$ cat config.mk
export PLATFORM = sky130hd
export DESIGN_NAME = rgb_pixel_blend
export DESIGN_NICKNAME = d
export VERILOG_FILES = /design/src/rtl/rpb_pkg.sv /design/src/rtl/rpb_channel.sv /design/src/rtl/rgb_pixel_blend.sv
export SDC_FILE = /design/constraint.sdc
export NUM_CORES = 1
export LEC_CHECK = 0
export ABC_AREA = 0
export ABC_CLOCK_PERIOD_IN_PS = 15000
export BUFFER_PORTS_ARGS = -buffer_cell sky130_fd_sc_hd__buf_2
export CAP_MARGIN = 25
export CORE_MARGIN = 1.5
export CORE_UTILIZATION = 55
export CTS_CLUSTER_SIZE = 16
export DETAILED_ROUTE_END_ITERATION = 7
export PLACE_DENSITY = 0.8
export SYNTH_ARGS = -nofsm -noshare
export SYNTH_HDL_FRONTEND = slang
export SYNTH_HIERARCHICAL = 1
export SYNTH_SLANG_ARGS = --single-unit
$ cat constraint.sdc
create_clock -name clk_i -period 15 [get_ports clk_i]
set_input_delay 1.5 -clock clk_i [delete_from_list [all_inputs] [get_ports clk_i]]
set_output_delay 1.5 -clock clk_i [all_outputs]
set_load 0.03 [all_outputs]
$ cat src/rtl/rpb_pkg.sv
`timescale 1ns / 1ps

package rpb_pkg;

  // blend mode codes
  localparam logic [1:0] MODE_MULTIPLY = 2'd0;
  localparam logic [1:0] MODE_SUBTRACT = 2'd1;
  localparam logic [1:0] MODE_SCREEN   = 2'd2;
  localparam logic [1:0] MODE_OVERLAY  = 2'd3;

  localparam int unsigned ChanW = 8;

  // load enables of the four datapath stages
  typedef struct packed {
    logic s1_en;
    logic s2_en;
    logic s3_en;
    logic s4_en;
  } rpb_pipe_en_t;

endpackage

$ cat src/rtl/rpb_channel.sv
`timescale 1ns / 1ps

module rpb_channel import rpb_pkg::*; (
  input  logic             clk_i,
  input  rpb_pipe_en_t     pipe_en_i,
  input  logic [1:0]       mode_i,
  input  logic [ChanW-1:0] top_i,
  input  logic [ChanW-1:0] bottom_i,
  output logic [ChanW-1:0] out_o
);

  // stage 1: operand preparation
  logic [ChanW-1:0] p_d, m_d, byp_val_d;
  logic             dbl_d, inv_d, byp_d;
  logic [ChanW-1:0] p_q, m_q, byp_val1_q;
  logic             dbl1_q, inv1_q, byp1_q;

  always_comb begin
    p_d       = top_i;
    m_d       = bottom_i;
    dbl_d     = 1'b0;
    inv_d     = 1'b0;
    byp_d     = 1'b0;
    byp_val_d = '0;
    case (mode_i)
      MODE_MULTIPLY: begin
        p_d = top_i;
        m_d = bottom_i;
      end
      MODE_SUBTRACT: begin
        byp_d     = 1'b1;
        byp_val_d = (bottom_i >= top_i) ? (bottom_i - top_i) : '0;
      end
      MODE_SCREEN: begin
        p_d   = ~top_i;
        m_d   = ~bottom_i;
        inv_d = 1'b1;
      end
      MODE_OVERLAY: begin
        dbl_d = 1'b1;
        if (bottom_i[ChanW-1]) begin
          p_d   = ~top_i;
          m_d   = ~bottom_i;
          inv_d = 1'b1;
        end
      end
      default: begin
        p_d = top_i;
        m_d = bottom_i;
      end
    endcase
  end

  always_ff @(posedge clk_i) begin
    if (pipe_en_i.s1_en) begin
      p_q        <= p_d;
      m_q        <= m_d;
      dbl1_q     <= dbl_d;
      inv1_q     <= inv_d;
      byp1_q     <= byp_d;
      byp_val1_q <= byp_val_d;
    end
  end

  // stage 2: product
  logic [15:0]      prod_q;
  logic             dbl2_q, inv2_q, byp2_q;
  logic [ChanW-1:0] byp_val2_q;

  always_ff @(posedge clk_i) begin
    if (pipe_en_i.s2_en) begin
      prod_q     <= p_q * m_q;
      dbl2_q     <= dbl1_q;
      inv2_q     <= inv1_q;
      byp2_q     <= byp1_q;
      byp_val2_q <= byp_val1_q;
    end
  end

  // stage 3: rounding offset and quotient estimate, t*257/65536 is t/255 or one below
  logic [16:0]      t_d;
  logic [24:0]      t257;
  logic [16:0]      t_q;
  logic [8:0]       qe_q;
  logic             inv3_q, byp3_q;
  logic [ChanW-1:0] byp_val3_q;

  assign t_d  = (dbl2_q ? {prod_q, 1'b0} : {1'b0, prod_q}) + 17'd127;
  assign t257 = {t_d, 8'd0} + {8'd0, t_d};

  always_ff @(posedge clk_i) begin
    if (pipe_en_i.s3_en) begin
      t_q        <= t_d;
      qe_q       <= t257[24:16];
      inv3_q     <= inv2_q;
      byp3_q     <= byp2_q;
      byp_val3_q <= byp_val2_q;
    end
  end

  // stage 4: correction and final select
  logic [17:0]      qe255;
  logic [17:0]      rem;
  logic [8:0]       q;
  logic [ChanW-1:0] res_d, res_q;

  assign qe255 = {1'b0, qe_q, 8'd0} - {9'd0, qe_q};
  assign rem   = {1'b0, t_q} - qe255;
  assign q     = qe_q + {8'd0, (rem >= 18'd255)};

  always_comb begin
    if (byp3_q) begin
      res_d = byp_val3_q;
    end else if (inv3_q) begin
      res_d = 8'd255 - q[ChanW-1:0];
    end else begin
      res_d = q[ChanW-1:0];
    end
  end

  always_ff @(posedge clk_i) begin
    if (pipe_en_i.s4_en) begin
      res_q <= res_d;
    end
  end

  assign out_o = res_q;

endmodule

$ cat src/rtl/rgb_pixel_blend.sv
`timescale 1ns / 1ps

// Per-pixel blend of a top and a bottom BGR pixel, eight bits per channel.
// Input channel: in_valid_i / in_ready_o with the six channel values and
// in_last_i. Output channel: out_valid_o / out_ready_i with the three
// blended values and out_last_o. A word moves when valid and ready are high.
// blend_mode_we_i writes blend_mode_wdata_i into the mode register at once;
// write it only while no pixel is in flight.
// A word taken in moves through the register stages in order and leaves from the last.
// Throughput is one pixel per cycle unless the receiver stalls: four register stages
// (operand prep, 8x8 multiply, rounding with reciprocal estimate, correction and
// select) each with its own valid bit, one lane per colour channel.
// When the receiver stalls, the words move up to fill empty stages and
// in_ready_o drops only once all four stages hold a word.
// Reset empties the pipeline and sets the mode to multiply.
module rgb_pixel_blend import rpb_pkg::*; (
  input  logic             clk_i,
  input  logic             rst_ni,
  input  logic             blend_mode_we_i,
  input  logic [1:0]       blend_mode_wdata_i,
  input  logic             in_valid_i,
  output logic             in_ready_o,
  input  logic [ChanW-1:0] top_blue_i,
  input  logic [ChanW-1:0] top_green_i,
  input  logic [ChanW-1:0] top_red_i,
  input  logic [ChanW-1:0] bottom_blue_i,
  input  logic [ChanW-1:0] bottom_green_i,
  input  logic [ChanW-1:0] bottom_red_i,
  input  logic             in_last_i,
  output logic             out_valid_o,
  input  logic             out_ready_i,
  output logic [ChanW-1:0] out_blue_o,
  output logic [ChanW-1:0] out_green_o,
  output logic [ChanW-1:0] out_red_o,
  output logic             out_last_o
);

  logic [1:0]   mode_q;
  logic [3:0]   valid_q;
  logic [3:0]   last_q;
  rpb_pipe_en_t pipe_en;

  always_ff @(posedge clk_i or negedge rst_ni) begin
    if (!rst_ni) begin
      mode_q <= MODE_MULTIPLY;
    end else if (blend_mode_we_i) begin
      mode_q <= blend_mode_wdata_i;
    end
  end

  // a stage loads when it is empty or its word moves on
  assign pipe_en.s4_en = !valid_q[3] || out_ready_i;
  assign pipe_en.s3_en = !valid_q[2] || pipe_en.s4_en;
  assign pipe_en.s2_en = !valid_q[1] || pipe_en.s3_en;
  assign pipe_en.s1_en = !valid_q[0] || pipe_en.s2_en;
  assign in_ready_o    = pipe_en.s1_en;

  always_ff @(posedge clk_i or negedge rst_ni) begin
    if (!rst_ni) begin
      valid_q <= '0;
    end else begin
      if (pipe_en.s1_en) valid_q[0] <= in_valid_i;
      if (pipe_en.s2_en) valid_q[1] <= valid_q[0];
      if (pipe_en.s3_en) valid_q[2] <= valid_q[1];
      if (pipe_en.s4_en) valid_q[3] <= valid_q[2];
    end
  end

  always_ff @(posedge clk_i) begin
    if (pipe_en.s1_en) last_q[0] <= in_last_i;
    if (pipe_en.s2_en) last_q[1] <= last_q[0];
    if (pipe_en.s3_en) last_q[2] <= last_q[1];
    if (pipe_en.s4_en) last_q[3] <= last_q[2];
  end

  rpb_channel u_blue (
    .clk_i     (clk_i),
    .pipe_en_i (pipe_en),
    .mode_i    (mode_q),
    .top_i     (top_blue_i),
    .bottom_i  (bottom_blue_i),
    .out_o     (out_blue_o)
  );

  rpb_channel u_green (
    .clk_i     (clk_i),
    .pipe_en_i (pipe_en),
    .mode_i    (mode_q),
    .top_i     (top_green_i),
    .bottom_i  (bottom_green_i),
    .out_o     (out_green_o)
  );

  rpb_channel u_red (
    .clk_i     (clk_i),
    .pipe_en_i (pipe_en),
    .mode_i    (mode_q),
    .top_i     (top_red_i),
    .bottom_i  (bottom_red_i),
    .out_o     (out_red_o)
  );

  assign out_valid_o = valid_q[3];
  assign out_last_o  = last_q[3];

`ifndef SYNTHESIS
  // back-pressure only when every stage is full and the output is held
  a_ready_full: assert property (@(posedge clk_i) disable iff (!rst_ni)
    !in_ready_o |-> (valid_q == 4'hf) && !out_ready_i)
    else $error("input stalled with a free stage");

  a_accept_enters: assert property (@(posedge clk_i) disable iff (!rst_ni)
    in_valid_i && in_ready_o |=> valid_q[0])
    else $error("accepted word not in first stage");

  a_hold_out: assert property (@(posedge clk_i) disable iff (!rst_ni)
    !pipe_en.s4_en |=> $stable(out_blue_o) && $stable(out_red_o) && $stable(out_last_o))
    else $error("output word changed while held");

  a_mid_hold: assert property (@(posedge clk_i) disable iff (!rst_ni)
    valid_q[1] && !pipe_en.s3_en |=> valid_q[1] && valid_q[2])
    else $error("stalled word lost in the pipeline");
`endif

endmodule

Word-level counts from Yosys, hierarchy flattened

Index checks and enable logic that the tools add are counted.

Add/subtract/negate cells: 21
$mul: 3
Order comparisons: 6
Equal/unequal tests: 3
Mux-type cells: 29
Bitwise logic cells: 6
Reductions and logical operators: 11

Operators with widths:

| cell                                                                                  | count |
|---|---|
| 8-bit two-way mux                                                                     | 12 |
| 8-bit case mux with 2 select lines                                                    | 6 |
| 25-bit by 17-bit adder with 25-bit output                                             | 3 |
| 18-bit by 8-bit greater-or-equal comparator with 1-bit output (second input constant) | 3 |
| 17-bit by 18-bit subtractor with 18-bit output                                        | 3 |
| 17-bit by 9-bit subtractor with 18-bit output                                         | 3 |
| 17-bit by 7-bit adder with 17-bit output (second input constant)                      | 3 |
| 17-bit two-way mux                                                                    | 3 |
| 8-bit by 8-bit multiplier with 16-bit output                                          | 3 |
| 8-bit NOT                                                                             | 6 |
| 8-bit by 1-bit adder with 8-bit output                                                | 3 |
| 8-bit greater-or-equal comparator                                                     | 3 |
| 8-bit subtractor                                                                      | 3 |
| 8-bit subtractor (first input constant)                                               | 3 |
| 1-bit case mux with 2 select lines                                                    | 3 |
| 2-bit AND reduction                                                                   | 3 |
| 1-bit two-way mux                                                                     | 5 |
| 2-bit == test (second input constant)                                                 | 2 |
| 1-bit logical NOT                                                                     | 4 |
| 1-bit logical OR                                                                      | 4 |
| 2-bit by 1-bit == test with 1-bit output (second input constant)                      | 1 |

Register bits after elaboration: 294
Input port bits: 56
Output and inout bits: 27
Logic and storage cells: 129

Logic depth before layout (Yosys ltp)

Gate-level depths: netlist of run 1.

Word-level depth: 7
Gate-level depth with buffers: 23
Mapped depth without buffers: 18

By module

Netlist of run 1, hierarchy kept.

By module, submodules not included:

| module                 | times used | cells an instance | area each (µm²) | seq. area each (µm²) |
|---|---|---|---|---|
| rpb_channel at u_blue  | 1          | 779               | 8092.8          | 2942.8 |
| rpb_channel at u_green | 1          | 763               | 8036.5          | 2942.8 |
| rpb_channel at u_red   | 1          | 773               | 8001.4          | 2942.8 |
| rgb_pixel_blend        | 1          | 21                | 361.6           | 270.3 |

Worst setup path after synthesis of run 1

OpenSTA, ideal clock, no wires.

Kind: in2out
Start: in out_ready_i
End: out in_ready_o
Data arrival time: 4123 ps
Data required time: 13500 ps
Slack: 9377 ps
Stages: 2
Buffers on the path: 0
Cell sequence: nor2b_4 > nand4_1

Word-level cells in the longest chain between the ends: 4

Ends and longest elaborated chain:

| element          | line                  | text |
|---|---|---|
| start, declared  | rgb_pixel_blend.sv:31 | `input logic out_ready_i,` |
| 1-bit logical OR | rgb_pixel_blend.sv:52 | `assign pipe_en.s4_en = !valid_q[3] \|\| out_ready_i;` |
| 1-bit logical OR | rgb_pixel_blend.sv:53 | `assign pipe_en.s3_en = !valid_q[2] \|\| pipe_en.s4_en;` |
| 1-bit logical OR | rgb_pixel_blend.sv:54 | `assign pipe_en.s2_en = !valid_q[1] \|\| pipe_en.s3_en;` |
| 1-bit logical OR | rgb_pixel_blend.sv:55 | `assign pipe_en.s1_en = !valid_q[0] \|\| pipe_en.s2_en;` |
| end, declared    | rgb_pixel_blend.sv:22 | `output logic in_ready_o,` |

No other way between the ends.

Worst setup path after layout of run 1

Start: reg u_red.dbl2_q
End: reg u_red.qe_q[8] (data pin)

Word-level cells in the longest chain between the ends: 3

Ends and longest elaborated chain:

| element                                   | line              | text |
|---|---|---|
| start, declared                           | rpb_channel.sv:67 | `logic dbl2_q, inv2_q, byp2_q;` |
| start signal, assigned                    | rpb_channel.sv:73 | `dbl2_q <= dbl1_q;` |
| 17-bit two-way mux                        | rpb_channel.sv:88 | `assign t_d = (dbl2_q ? {prod_q, 1'b0} : {1'b0, prod_q}) + 17'd127;` |
| 17-bit by 7-bit adder with 17-bit output  | rpb_channel.sv:88 |  |
| via u_red.t_d[10]                         | rpb_channel.sv:81 | `logic [16:0] t_d;` |
| 25-bit by 17-bit adder with 25-bit output | rpb_channel.sv:89 | `assign t257 = {t_d, 8'd0} + {8'd0, t_d};` |
| via u_red.t257[24]                        | rpb_channel.sv:82 | `logic [24:0] t257;` |
| end signal, assigned                      | rpb_channel.sv:94 | `qe_q <= t257[24:16];` |
| end, declared                             | rpb_channel.sv:84 | `logic [8:0] qe_q;` |

The timed path passes the listed nets, and every way through them passes these cells.
A chain may end at the register's enable or synchronous reset.

==> results of run 1 <==
-- cells in the final DEF, fill, tap and decap left out, types with 22 or more instances in the layout --
master                      netlist  final
sky130_fd_sc_hd__a21o_1          35     35
sky130_fd_sc_hd__a21oi_1         88     88
sky130_fd_sc_hd__and2_1         118    118
sky130_fd_sc_hd__buf_2            6     82
sky130_fd_sc_hd__clkbuf_16        0     31
sky130_fd_sc_hd__edfxtp_1       298    298
sky130_fd_sc_hd__fa_1           114    114
sky130_fd_sc_hd__ha_1           261    261
sky130_fd_sc_hd__inv_1          307    307
sky130_fd_sc_hd__mux2i_1         30     30
sky130_fd_sc_hd__nand2_1        199    199
sky130_fd_sc_hd__nand2b_1        22     22
sky130_fd_sc_hd__nand3_1         47     47
sky130_fd_sc_hd__nor2_1          81     81
sky130_fd_sc_hd__nor2b_1         26     26
sky130_fd_sc_hd__nor3_1          28     28
sky130_fd_sc_hd__o211ai_1        25     25
sky130_fd_sc_hd__o21ai_0         84     84
sky130_fd_sc_hd__xnor2_1        166    166
sky130_fd_sc_hd__xor2_1          47     47
-- sequential cells by signal, indices dropped and copies added (netlist names), 9 cells and up --
name and count:
u_blue/t_q 17, u_blue/qe_q 9, u_blue/prod_q 16, u_red/t_q 17, u_green/t_q 17, u_green/prod_q 16
u_green/qe_q 9, u_red/qe_q 9, u_red/prod_q 16
-- layer usage --
metal | vias up | part of all wire, % | GRT usage [%]
met4 | 0 | 2.4 | 6.43
met5 | - | 0 | 0
li1 | 8321 | - | -
met1 | 8264 | 45 | 31.0
met2 | 467 | 48 | 37.6
met3 | 85 | 5.0 | 2.27
-- through the flow --
stage | instance area (µm²) | setup slack (ns)
after detailed placement | 25500 | 9.86
final | 26600 | 9.63
after global routing | 26600 | 9.31
after floorplan | 24500 | 9.38
after CTS | 26600 | 9.83
after global placement | 25500 | 10.12
-- cell usage after synthesis, types with 8 or more instances --
cell / instances / share of area [%]
sky130_fd_sc_hd__a211o_1: 8 / 0.29
sky130_fd_sc_hd__a211oi_1: 12 / 0.37
sky130_fd_sc_hd__a21boi_0: 11 / 0.34
sky130_fd_sc_hd__a21o_1: 35 / 1.1
sky130_fd_sc_hd__a21oi_1: 88 / 1.8
sky130_fd_sc_hd__a31oi_1: 17 / 0.43
sky130_fd_sc_hd__and2_1: 118 / 3.0
sky130_fd_sc_hd__and3_1: 18 / 0.46
sky130_fd_sc_hd__clkbuf_1: 27 / 0.41
sky130_fd_sc_hd__edfxtp_1: 298 / 37
sky130_fd_sc_hd__fa_1: 114 / 9.3
sky130_fd_sc_hd__ha_1: 261 / 13
sky130_fd_sc_hd__inv_1: 307 / 4.7
sky130_fd_sc_hd__mux2_2: 13 / 0.60
sky130_fd_sc_hd__mux2i_1: 30 / 1.2
sky130_fd_sc_hd__nand2_1: 199 / 3.0
sky130_fd_sc_hd__nand2b_1: 22 / 0.56
sky130_fd_sc_hd__nand3_1: 47 / 0.96
sky130_fd_sc_hd__nand4_1: 15 / 0.38
sky130_fd_sc_hd__nor2_1: 81 / 1.2
sky130_fd_sc_hd__nor2b_1: 26 / 0.66
sky130_fd_sc_hd__nor3_1: 28 / 0.57
sky130_fd_sc_hd__nor3b_1: 9 / 0.28
sky130_fd_sc_hd__nor4b_1: 8 / 0.29
sky130_fd_sc_hd__o2111ai_1: 9 / 0.32
sky130_fd_sc_hd__o211ai_1: 25 / 0.77
sky130_fd_sc_hd__o21a_1: 11 / 0.34
sky130_fd_sc_hd__o21ai_0: 84 / 1.7
sky130_fd_sc_hd__o21ai_1: 13 / 0.27
sky130_fd_sc_hd__or2_2: 9 / 0.23
sky130_fd_sc_hd__or3_1: 12 / 0.31
sky130_fd_sc_hd__xnor2_1: 166 / 5.9
sky130_fd_sc_hd__xor2_1: 47 / 1.7
-- cells by family after synthesis --
| family | Yosys count | share of synthesized area (%) |
|---|---|---|
| AO/OA/AOI/OAI | 395 | 10.8 |
| XOR/XNOR | 213 | 7.62 |
| adder cells (fa/ha/maj) | 375 | 22.7 |
| buffers and inverters | 356 | 5.67 |
| flip-flops | 304 | 37.1 |
| multiplexers | 47 | 2.03 |
| AND/OR/NAND/NOR | 646 | 14.1 |
-- final cells by class --
type / instances / area, µm²
fill: 3603 / 17600
multi-input combinational: 1676 / 14000
sequential: 304 / 9100
inverter: 310 / 1160
clock buffer: 36 / 795
tap: 592 / 741
timing repair buffer: 95 / 515
clock inverter: 20 / 251
-- worst reg2reg max path: stages, from the launching register on --
cell and delay, ns:
sky130_fd_sc_hd__edfxtp_1 0.98, sky130_fd_sc_hd__inv_1 0.52, sky130_fd_sc_hd__nand2_1 0.23, sky130_fd_sc_hd__ha_1 0.26, sky130_fd_sc_hd__nor4b_2 0.43, sky130_fd_sc_hd__a211oi_1 0.16, sky130_fd_sc_hd__mux2_1 0.34, sky130_fd_sc_hd__a21oi_1 0.44
sky130_fd_sc_hd__ha_1 0.29, sky130_fd_sc_hd__o21a_1 0.13, sky130_fd_sc_hd__o2111ai_1 0.14, sky130_fd_sc_hd__a211oi_1 0.39, sky130_fd_sc_hd__o21ai_1 0.26, sky130_fd_sc_hd__nor2_4 0.24, sky130_fd_sc_hd__nand4_1 0.15, sky130_fd_sc_hd__xnor2_1 0.18
-- final timing paths --
kind | cells after the start | from | slack, ns | endpoint
worst max-delay path | 15 | u_red/dbl2_q | 9.63 | u_red/qe_q[8]
worst min-delay path | 0 | u_green/byp_val1_q[5] | 0.41 | u_green/byp_val2_q[5]
worst max register to register | 15 | u_red/dbl2_q | 9.63 | u_red/qe_q[8]
worst min register to register | 0 | u_green/byp_val1_q[5] | 0.41 | u_green/byp_val2_q[5]
max in group asynchronous | 1 | rst_ni | 14.13 | mode_q[0]
min in group asynchronous | 1 | rst_ni | 0.72 | valid_q[3]
==> implementation parameters, run 1 <==
Parameter                              Value

Floorplan
  Core footprint ... 0.0441 mm²
  Vertical die dimension ... around 210 µm
  Total Die Area ... ~0.046 mm²
  I/O pins ... 83
  Effective utilization at floorplan ... between 50% and 60%
  Overall die width ... around 210 µm
  Num rows ... between 70 and 80

Placement
  Port Buf Inserts ... around 80
  Final HPWL from detailed placement ... 39.2 mm
  Global placement routability congestion ... between 0.9 and 1
  Number of placed instances, taps included ... just under 3k

Synth
  Synth async-reset ratio ... under 10%
  Sequential-to-total area share from yosys stat ... 37.1%
  Main flop type after synthesis ... sky130_fd_sc_hd__edfxtp_1
  Number of warnings issued by yosys ... 6
  Number of storage elements in the synthesis netlist ... a little over 300
  Synthesized area ... ~0.024 mm²
  Distinct cell type count after synthesis ... 96
  Synthesized instance count ... 2336
  Nets in the synthesized netlist ... roughly 2.8k
  Avg Cell Area, Syn ... about 10 µm²
  Post-synth EDFFs ... between 200 and 300

Worst setup path
  Crit path largest cell delay ... approximately 0.98 ns
  Data required time at the worst endpoint ... 15.34 ns
  Worst path arrival time ... about 5.7 ns
  Cell chain of the critical path ... inv_1 > nand2_1 > ha_1 > nor4b_2 > a211oi_1 > mux2_1 > a21oi_1 > ha_1 > o21a_1 > o2111ai_1 > a211oi_1 > o21ai_1 > nor2_4 > nand4_1 > xnor2_1
  Critical Path Source Type ... register
  Category of the worst setup path capture point ... register
  Cell with the largest stage delay on the worst path ... sky130_fd_sc_hd__edfxtp_1
  Crit Path Max Fanout ... 29
  Worst path bufs/invs ... 1
  Top delay family on crit path ... compound AO/OA/AOI/OAI gates
  Category of the most critical setup path ... reg -> reg

Cells and area
  Nets ... between 2k and 3k
  Non-filler instance count after layout ... between 3k and 4k
  Layout Utilization ... approximately three fifths
  Area growth from synthesis to layout ... 8.50%
  Antenna diode count ... 0
  Proportion of layout cells with a drive suffix above 1 ... 8.56%

Clock tree
  Largest buffer count on any clock path ... 3
  Setup Fix Bufs, Post-CTS ... 0
  Max H-tree Level ... 1
  Hold-fix buffers at CTS ... 0
  CTS tree ... yes
  Clk Tree Root Cell ... sky130_fd_sc_hd__clkbuf_16
  Post_cts resized ... 0
  CTS Buf Count ... 31
  CTS Sinks ... about 300
  Clk_lat worst skew ... between 0.5 and 0.6 ns
  Clock-pin slew reported for the worst setup and hold paths after clock tree synthesis ... around 0.070 ns

Hold path
  Hold Path Class ... reg -> reg

Routing
  Average wire length per cell after detail routing ... approximately 17 µm
  Total Wirelength ... ~50 mm
  Detailed-route via count ... around 17k
  Avg Vias per Cell ... 5.65
  Post-detailed-route count of antenna-violating nets ... 0
  Drt first pass iters ... 5
  Remaining routing DRC violations ... 0
  Iteration-0 DRC Markers ... between 1k and 1.5k

Timing
  Final cycle utilization of the critical path ... approximately 36%
  Aggregate negative setup slack ... 0 ns
  Rel. slew slack ... 34.3%
  Crit path time final ... 5.37 ns
  Worst Max-Slew Pin Slew ... 0.985 ns
  RSZ-0062 raised after global routing ... false
  Total count of max-transition violations in the final report ... 0
  Final Skew ... around 0.020 ns
  Hold WS ... approximately 0.41 ns
  Max frequency ... about 190 MHz
  Final setup violation count ... 0
  Number of endpoints with negative hold slack in the final report ... 0

GRT
  Overflow after GRT ... 0
  Pin count of the biggest net entering global routing ... between 70 and 80
  Number of antenna violations at the first check in global routing ... 1
  Tot GR Track Use ... around 22%
  Wire length of the first global-routing pass ... between 80 and 90 mm
  Number of global-route vias before repair ... roughly 17k

Outcome
  Run status ... complete, no violations

Flow run
  # Max-Cap Violations ... 0
Power of run 1 is left out: the tool's default activity adds up to more than one toggle a clock period on the data nets, which glitch-free logic cannot reach.
==> inputs of run 2 (changes only) <==
--- a/config.mk
+++ b/config.mk
@@ -6,14 +6,14 @@
 export NUM_CORES = 1
 export LEC_CHECK = 0
 export ABC_AREA = 0
-export ABC_CLOCK_PERIOD_IN_PS = 15000
+export ABC_CLOCK_PERIOD_IN_PS = 4460
 export BUFFER_PORTS_ARGS = -buffer_cell sky130_fd_sc_hd__buf_2
 export CAP_MARGIN = 25
 export CORE_MARGIN = 1.5
 export CORE_UTILIZATION = 55
 export CTS_CLUSTER_SIZE = 16
 export DETAILED_ROUTE_END_ITERATION = 7
-export PLACE_DENSITY = 0.8
+export PLACE_DENSITY = 0.83
 export SYNTH_ARGS = -nofsm -noshare
 export SYNTH_HDL_FRONTEND = slang
 export SYNTH_HIERARCHICAL = 1
==> constraint.sdc (replaced) <==
create_clock -name clk_i -period 4.46 [get_ports clk_i]
set_input_delay 0.446 -clock clk_i [delete_from_list [all_inputs] [get_ports clk_i]]
set_output_delay 0.446 -clock clk_i [all_outputs]
set_load 0.03 [all_outputs]
==> implementation parameters, run 2 (same netlist as run 1, synthesis figures left out) <==
Parameter                              Value

Hold path
  Hold EP ... last_q[0]
  Critical hold path startpoint ... in_last_i
  Number of instances on the worst hold path ... 1 (+1)
  Hold Path Class ... in -> reg

Timing
  Final Skew ... 0.0212 ns (+0.00107 ns)
  Max frequency ... 227 MHz (+22%)
  RSZ-0062 raised after global routing ... true
  Total count of max-transition violations in the final report ... 0 (unchanged)
  Worst Max-Slew Pin Slew ... 0.920 ns (-0.0646 ns)
  Crit path time final ... 4.41 ns (-0.965 ns)
  Hold WS ... 0.0514 ns (-0.363 ns)
  Final setup violation count ... 0 (unchanged)
  Final cycle utilization of the critical path ... 98.9% (+63 points)
  Rel. slew slack ... 38.6% (+4.3 points)
  Number of endpoints with negative hold slack in the final report ... 0 (unchanged)

Routing
  Detailed-route via count ... 17.6k (+2.7%)
  Drt first pass iters ... 6 (+1)
  Total Wirelength ... 53.3 mm (+4.0%)
  Remaining routing DRC violations ... 0 (unchanged)
  Avg Vias per Cell ... 5.63 (-0.34%)
  Post-detailed-route count of antenna-violating nets ... 0 (unchanged)
  Iteration-0 DRC Markers ... 1447 (+14%)
  Average wire length per cell after detail routing ... 17.0 µm (+0.94%)

GRT
  Pin count of the biggest net entering global routing ... 111 (+41%)
  Number of global-route vias before repair ... 17.7k (+2.2%)
  Tot GR Track Use ... 22.6% (+0.19 points)
  Overflow after GRT ... 0 (unchanged)
  Number of antenna violations at the first check in global routing ... 0 (-1)
  Wire length of the first global-routing pass ... 86.2 mm (+0.78%)

Clock tree
  CTS Sinks ... 304 (unchanged)
  Clock-pin slew reported for the worst setup and hold paths after clock tree synthesis ... 0.07 ns (about the same)
  Clk_lat worst skew ... 0.58 ns (about the same)
  Max H-tree Level ... 1 (unchanged)
  Clk Tree Root Cell ... sky130_fd_sc_hd__clkbuf_16
  CTS Buf Count ... 30 (-3.2%)
  CTS tree ... yes
  Largest buffer count on any clock path ... 3 (unchanged)

Placement
  Final HPWL from detailed placement ... 41.1 mm (+4.9%)
  Port Buf Inserts ... 82 (unchanged)
  Global placement routability congestion ... 0.924 (+0.98%)

Flow run
  # Max-Cap Violations ... 0 (unchanged)

Cells and area
  Nets ... 2941 (+3.2%)
  Top Registers ... u_blue/t_q (17), u_green/t_q (17), u_red/t_q (17)
  Area of the multi-input gates ... 0.0142 mm² (+1.7%)
  Area growth from synthesis to layout ... 12.1%
  Commonest non-fill, non-tap cell in the layout ... sky130_fd_sc_hd__inv_1
  Antenna diode count ... 0 (unchanged)
  FF/Latch Area ... 0.00910 mm² (about the same)
  Proportion of layout cells with a drive suffix above 1 ... 13.7% (+5.1 points)
  Commonest cells after routing, fill and taps aside ... 303 x sky130_fd_sc_hd__inv_1, 298 x sky130_fd_sc_hd__edfxtp_1, 254 x sky130_fd_sc_hd__ha_1
  Final-layout fill cell count ... 3382 (-6.1%)

Worst setup path
  Category of the worst setup path capture point ... register
  Critical Path Source Type ... register
  Crit path largest cell delay ... 0.51 ns (-0.47 ns)
  Category of the most critical setup path ... reg -> reg
  Data required time at the worst endpoint ... 4.79 ns (-10.55 ns)
  Top delay family on crit path ... simple AND/OR/NAND/NOR gates
  Cell with the largest stage delay on the worst path ... sky130_fd_sc_hd__or4b_1
  RR Endpoint ... u_green/out_o[4]
  Most prevalent standard cell on the critical path ... sky130_fd_sc_hd__ha_1
  Depth of the most critical reg-to-reg path ... 16 (+1)
  Worst path bufs/invs ... 1 (unchanged)
  Worst-case register-to-register setup slack ... 0.05 ns (-9.58 ns)
  Worst path arrival time ... 4.74 ns (-0.97 ns)
  Cell chain of the critical path ... inv_1 > ha_1 > ha_1 > nand2_1 > nand2_1 > a211oi_1 > o221ai_1 > a41oi_1 > and4_1 > o2111ai_1 > or4b_1 > ha_1 > ha_1 > and3_1 > xnor2_1 > mux2_2
  Crit Path Max Fanout ... 6 (-79%)
  Critical R2R Launch ... u_green/qe_q[5]

Floorplan
  Vertical die dimension ... 214 µm (unchanged)
  I/O pins ... 83 (unchanged)
  Effective utilization at floorplan ... 55.5% (unchanged)
  Overall die width ... 214 µm (unchanged)
  Num rows ... 77 (unchanged)
  Total Die Area ... 0.0458 mm² (unchanged)
  Core footprint ... 0.0441 mm² (unchanged)

Outcome
  Run status ... complete, no violations
==> run 2: repair_timing <==
action | 4_1_cts | 5_1_grt
pin swaps | 0 | 24
buffers inserted | 0 | 24
setup endpoints to repair | 3 | 40
endpoints found under the hold margin | 6 | 0
hold buffers | 1 | 0
resized for setup | 2 | 43
==> run 2: stage by stage <==
stage / TNS (ns) / std cells / cell area [µm²] / utilization (%) / setup slack (ns)
final: 0 / 3125 / 27500 / 62.2 / 0.0499
after global routing: -0.205 / 3125 / 27500 / 62.2 / -0.0669
after CTS: 0 / 3100 / 27100 / 61.3 / 0.00763
after detailed placement: -0.0291 / 3044 / 26100 / 59.1 / -0.0291
after global placement: 0 / 3044 / 26100 / 59.1 / 0.0869
after floorplan: -0.00722 / 2336 / 24600 / - / -0.00722
==> run 2: layout make-up <==
class,instances,area share [%]
multi-input cells,1676,51.9
flip-flops and latches,304,33.2
repair buffers,188,4.50
inverters,310,4.24
clock buffers,34,2.79
well taps,592,2.70
clock inverters,21,0.707
==> run 2: worst max-delay path by stage <==
stage	startpoint	endpoint	slack [ns]	cells after the start
6_report	u_green/qe_q[5]	u_green/out_o[4]	0.05	16
5_1_grt	u_green/qe_q[5]	u_green/out_o[4]	-0.07	16
4_1_cts	u_green/p_q[2]	u_green/prod_q[15]	0.008	15
3_5_place_dp	u_red/m_q[2]	u_red/prod_q[15]	-0.03	15
3_3_place_gp	u_red/m_q[2]	u_red/prod_q[15]	0.09	15
2_1_floorplan	u_blue/dbl2_q	u_blue/qe_q[7]	-0.007	19
==> run 2: worst reg2reg max path, cell delays in order, from the launching register on <==
cell                        delay, ns
sky130_fd_sc_hd__edfxtp_1        0.46
sky130_fd_sc_hd__inv_1           0.13
sky130_fd_sc_hd__ha_1            0.24
sky130_fd_sc_hd__ha_1            0.37
sky130_fd_sc_hd__nand2_1         0.10
sky130_fd_sc_hd__nand2_1         0.05
sky130_fd_sc_hd__a211oi_1        0.33
sky130_fd_sc_hd__o221ai_1        0.25
sky130_fd_sc_hd__a41oi_1         0.31
sky130_fd_sc_hd__and4_1          0.23
sky130_fd_sc_hd__o2111ai_1       0.12
sky130_fd_sc_hd__or4b_1          0.51
sky130_fd_sc_hd__ha_1            0.23
sky130_fd_sc_hd__ha_1            0.20
sky130_fd_sc_hd__and3_1          0.21
sky130_fd_sc_hd__xnor2_1         0.14
sky130_fd_sc_hd__mux2_2          0.27
==> run 2: per-layer routing <==
layer  vias up  global-route usage (%)  share of wire (%)
met2       514                    38.7                 48
met3       102                    1.86                4.5
met5         -                       0                  0
met1      8469                    30.7                 45
met4         0                    6.90                2.9
li1       8512                       -                  -
Power of run 2 is left out for the same reason.
